### src/hw/rtl/grmc_pkg.sv
`default_nettype none
// ----------------------------------------------------------------------------
// grmc_pkg: guest region map checker types and codes
// Command and result payloads, the token handed down the cell chain and the
// table update broadcast to all cells.
// ----------------------------------------------------------------------------
package grmc_pkg;

    localparam logic [2:0] KIND_MAP     = 3'd0;
    localparam logic [2:0] KIND_UNMAP   = 3'd1;
    localparam logic [2:0] KIND_PROTECT = 3'd2;
    localparam logic [2:0] KIND_READ    = 3'd3;
    localparam logic [2:0] KIND_WRITE   = 3'd4;

    localparam logic [2:0] ST_OK          = 3'd0;
    localparam logic [2:0] ST_RANGE       = 3'd1;
    localparam logic [2:0] ST_OVERLAP     = 3'd2;
    localparam logic [2:0] ST_UNSUPPORTED = 3'd3;
    localparam logic [2:0] ST_UNMAPPED    = 3'd4;
    localparam logic [2:0] ST_DENIED      = 3'd5;
    localparam logic [2:0] ST_FULL        = 3'd6;

    localparam logic [1:0] MODE_NONE = 2'd0;
    localparam logic [1:0] MODE_RW   = 2'd2;
    localparam logic [1:0] MODE_BAD  = 2'd3;

    typedef struct packed {
        logic [2:0]  kind;
        logic [63:0] base_or_address;
        logic [63:0] length;
        logic [1:0]  access_mode;
    } t_cmd;

    typedef struct packed {
        logic [2:0]  status;
        logic [63:0] region_offset;
    } t_result;

    typedef struct packed {
        logic        valid;
        logic [2:0]  kind;
        logic [63:0] addr;
        logic [63:0] last;
        logic [1:0]  mode;
        logic        span_ok;
        logic        overlap;
        logic        free_found;
        logic        hit;
        logic        range_bad;
        logic        denied;
        logic [63:0] offset;
    } t_token;

    typedef enum logic [1:0] {
        OP_NONE    = 2'd0,
        OP_MAP     = 2'd1,
        OP_UNMAP   = 2'd2,
        OP_PROTECT = 2'd3
    } t_op;

    typedef struct packed {
        t_op         op;
        logic [63:0] base;
        logic [63:0] last;
        logic [1:0]  mode;
    } t_commit;

endpackage : grmc_pkg
`default_nettype wire

### src/hw/rtl/grmc_cell.sv
`default_nettype none
// ----------------------------------------------------------------------------
// grmc_cell: one region table entry
// Holds one region, folds its compare results into the passing token and
// marks itself as the target of a map, unmap or protect. Applies the table
// update when selected.
// ----------------------------------------------------------------------------
module grmc_cell
    import grmc_pkg::*;
(
    input  wire logic    i_clk,
    input  wire logic    i_rst_n,
    input  wire t_token  i_tok,
    input  wire t_commit i_commit,
    output t_token       o_tok
);

    logic        r_valid;
    logic [63:0] r_base;
    logic [63:0] r_last;
    logic [1:0]  r_mode;
    logic        r_sel;
    logic        n_sel;
    t_token      r_tok;
    t_token      n_tok;

    logic in_region;
    logic base_match;

    assign in_region  = r_valid && (i_tok.addr >= r_base) && (i_tok.addr <= r_last);
    assign base_match = r_valid && (r_base == i_tok.addr);

    always_comb begin
        n_tok = i_tok;
        n_sel = r_sel;
        if (i_tok.valid) begin
            n_sel = 1'b0;
            unique case (i_tok.kind) inside
                KIND_MAP: begin
                    if (r_valid && (r_base <= i_tok.last) && (i_tok.addr <= r_last)) begin
                        n_tok.overlap = 1'b1;
                    end
                    if (!r_valid && !i_tok.free_found) begin
                        n_tok.free_found = 1'b1;
                        n_sel            = 1'b1;
                    end
                end
                KIND_UNMAP, KIND_PROTECT: begin
                    if (base_match) begin
                        n_tok.hit = 1'b1;
                        n_sel     = 1'b1;
                    end
                end
                KIND_READ, KIND_WRITE: begin
                    if (in_region) begin
                        n_tok.hit       = 1'b1;
                        n_tok.range_bad = i_tok.last > r_last;
                        n_tok.denied    = (i_tok.kind == KIND_WRITE) ? (r_mode != MODE_RW)
                                                                     : (r_mode == MODE_NONE);
                        n_tok.offset    = i_tok.addr - r_base;
                    end
                end
                default: begin
                end
            endcase
        end
    end

    always_ff @(posedge i_clk) begin
        if (!i_rst_n) begin
            r_tok.valid <= 1'b0;
            r_sel       <= 1'b0;
            r_valid     <= 1'b0;
        end else begin
            r_tok.valid <= n_tok.valid;
            r_sel       <= n_sel;
            if (r_sel) begin
                unique case (i_commit.op)
                    OP_MAP:   r_valid <= 1'b1;
                    OP_UNMAP: r_valid <= 1'b0;
                    default:  r_valid <= r_valid;
                endcase
            end
        end
        r_tok.kind       <= n_tok.kind;
        r_tok.addr       <= n_tok.addr;
        r_tok.last       <= n_tok.last;
        r_tok.mode       <= n_tok.mode;
        r_tok.span_ok    <= n_tok.span_ok;
        r_tok.overlap    <= n_tok.overlap;
        r_tok.free_found <= n_tok.free_found;
        r_tok.hit        <= n_tok.hit;
        r_tok.range_bad  <= n_tok.range_bad;
        r_tok.denied     <= n_tok.denied;
        r_tok.offset     <= n_tok.offset;
        if (r_sel && (i_commit.op == OP_MAP)) begin
            r_base <= i_commit.base;
            r_last <= i_commit.last;
        end
        if (r_sel && ((i_commit.op == OP_MAP) || (i_commit.op == OP_PROTECT))) begin
            r_mode <= i_commit.mode;
        end
    end

    assign o_tok = r_tok;

endmodule : grmc_cell
`default_nettype wire

### config.mk
export PLATFORM = sky130hd
export DESIGN_NAME = grmc_cell
export DESIGN_NICKNAME = d
export VERILOG_FILES = /design/src/hw/rtl/grmc_pkg.sv /design/src/hw/rtl/grmc_cell.sv
export SDC_FILE = /design/constraint.sdc
export NUM_CORES = 1
export LEC_CHECK = 0
export BUFFER_PORTS_ARGS = -buffer_cell sky130_fd_sc_hd__buf_2
export CAP_MARGIN = 15
export CORE_ASPECT_RATIO = 1.2
export CORE_MARGIN = 2
export CORE_UTILIZATION = 33
export CTS_CLUSTER_SIZE = 25
export DETAILED_ROUTE_END_ITERATION = 8
export HOLD_SLACK_MARGIN = 0.1
export PLACE_DENSITY_LB_ADDON = 0.25
export SKIP_LAST_GASP = 1
export SLEW_MARGIN = 15
export SYNTH_ARGS = -nofsm -noshare
export SYNTH_HDL_FRONTEND = slang
export SYNTH_SLANG_ARGS = --single-unit
### constraint.sdc
create_clock -name i_clk -period 4.3 [get_ports i_clk]
set_clock_uncertainty 0.15 [all_clocks]
set_input_delay 0.86 -clock i_clk [delete_from_list [all_inputs] [get_ports i_clk]]
set_output_delay 0.86 -clock i_clk [all_outputs]
set_load 0.03 [all_outputs]
==> flow_summary.ini <==
[timing]
layout_min_cycle_time_ns = 3.76
setup_viol = 0
final.period_utilization_pct = 87.5
fmax_mhz = 266
slew_headroom_pct = 47.0
worstMarginPinSlew_ns = 0.787
tns_ns = 0
hold_violations = 0
rsz0062_at_grt = no
slew_violations = 0

[yosys]
synth_fa_ha_area_share_pct = 18.2
syn_area_sq_um = 17900
yosys.area.top_type = dfxtp_1
yosysSeqAreaShare_pct = 44.7
synth-compound-area-share_pct = 15.7
yosys_warnings = 0
synth_top_family_by_area = adder cells
ys_seq_elements = 336
synth-edff-count = 130
synth_xor_area_share_pct = 2.78
yosys.area_share.simple_pct = 10.9
synth_fp_nets = 2380
async_flop_share_pct = 0
avgSynthCellArea_sq_um = 10.1
synth_ff_type = dfxtp_1
syn_inst = 1782
synth.top_cell.area_share_pct = 23.0
synthDistinctLibCells = 78
yosys-top-cells-area = dfxtp_1 (23%), edfxtp_1 (22%), ha_1 (18%)
synth.area.mux_share_pct = 1.73

[clock_tree]
cts-buffers-inserted = 38
numClockSinks = 336
cts-root-buf = clkbuf_16
clockBufferDepth = 3
cts_tree = done
path_clk_slew_ns = 0.06
cts_hold_buffers = 0
cts_setup_buffers = 0
cts_resized = 0
h-tree-depth = 2
clk_latency_ns = 0.57

[placed_design]
portBuffers = 541
hpwl_mm = 54.1
gp_congestion = 0.895
place_area_sq_um = 21500

[floorplanning]
dieArea_sq_um = 56300
dieWidth_microns = 217
core_area_sq_um = 53800
fp.dieH_microns = 259
ios = 542
num_rows = 93
initial_utilization_pct = 33.4

[grt]
grt_overflow = 0
grt_start_max_net_pins = 129
antenna_found_initial = 10
grt.total_usage_pct = 22.3
grt_pass1_wl_mm = 94.3
grt_pass1_vias = 15900

[routing]
drt_pass1_iterations = 5
wl_per_cell_microns = 20.9
finalWirelength_mm = 64.4
drc = 0
antenna_left = 0
dr_total_vias = 15500
via_per_inst = 5.02
drt_iter0_drc = 884

[worst_setup_path]
cp-end-kind = flop
critical_path_class = in -> reg
critPathSlowestCell = nor4_1
cp_max_fo = 8
path_common_cell = nand3_1
critPathMaxStageDelay_ns = 0.74
worst_setup_path_start_kind = primary input
path_cells = buf_2, ha_1, nand4_1, nor4_1, buf_4, nand3_1, inv_1, nand3_1, o21ai_1, o211ai_1, buf_4, or4_1, nand3_1
worst-r2r-setup-slack_ns = 0.58
cp.arrival_ns = 4.12
required_ns = 4.65

[finish]
drive_gt1_share_pct = 28.8
fin_area_sq_um = 22900
mostFrequentLayoutCells = buf_2 (541), ha_1 (259), inv_1 (213), dfxtp_1 (206), a21oi_1 (146)
multiInputGateArea_sq_um = 8840
final_util_pct = 42.6
final_nets = 2941
seq_area_sq_um = 8030
syn_to_final_growth_pct = 27.6
layout_commonest_cell = buf_2
fillers = 5274

[power_and_ir_drop]
powerDensity_nw_per_um2 = 359
ir_worst_vdd_uv = 346
p_leak_nw = 11.1

[hold_path]
worst_hold_path_type = in -> reg

[run_status]
status = finished, final reports clean

[run]
maxCapViolCount = 0
[routing by layer]
layer | share of wire, % | track usage, %
met1 | 40 | 26.1
met2 | 51 | 40.8
met3 | 6.2 | 4.46
met4 | 2.8 | 6.87
met5 | 0.095 | 0
[state kept, by name (all words and copies together), names as in the netlist]
register,cells
o_tok,204
r_valid,1
r_sel,1
r_mode,2
r_last,64
r_base,64
[cells in the mapped netlist (20+ instances only)]
cell / n
dfxtp_1: 206
a21o_1: 60
nand4_1: 59
a21oi_1: 146
mux2_2: 23
nand2_1: 129
clkbuf_1: 22
ha_1: 259
xnor2_1: 27
nor3_1: 21
inv_1: 213
nor2_1: 66
xor2_1: 30
o21ai_0: 99
nand3_1: 33
edfxtp_1: 130
nor2b_1: 20
[through the flow]
stage	total power, mW	setup WS [ns]	cells	hold WS, ns
floorplan	4.28	0.780	1782	0.358
global placement	4.83	0.0528	3015	0.405
detailed placement	4.84	0.0248	3015	0.416
CTS	8.30	0.614	3084	0.225
global route	8.54	0.450	3084	0.226
finish	8.21	0.538	3088	0.253
[where the power goes]
part	switching (mW)	internal, mW
registers	0.0345	3.43
logic	0.835	0.478
clock network	1.36	2.08
[cells by family after synthesis]
family          Yosys count
simple gates            394
flops                   336
buf+inv                 265
compound gates          443
fa+ha+maj               260
mux                      27
xor+xnor                 57
[worst max-delay path, delay by kind of cell]
kind | cells | cell delay [ns]
and+or+nand+nor | 6 | 1.82
buffers and inverters | 4 | 0.67
AOI/OAI and AO/OA | 2 | 0.45
adders and majority gates | 1 | 0.32
[layout make-up]
type / instances / area share [%]
clock buffer: 51 / 4.88
tap: 712 / 3.89
antenna: 4 / 0.0437
multi-input combinational: 1181 / 38.6
sequential: 336 / 35.1
inverter: 213 / 3.49
timing repair buffer: 573 / 13.0
clock inverter: 18 / 0.919
[path summary, 6_finish.rpt]
check | startpoint | end | depth (start not counted)
min reg2reg | r_sel$_SDFFE_PN0P_ | r_sel$_SDFFE_PN0P_ | 2
min | i_tok[71] | o_tok[71]$_DFF_P_ | 1
max | i_tok[195] | o_tok[62]$_DFF_P_ | 13
max reg2reg | r_last[59]$_DFFE_PP_ | o_tok[62]$_DFF_P_ | 13
Note: power is estimated with default switching activity, not from simulation.
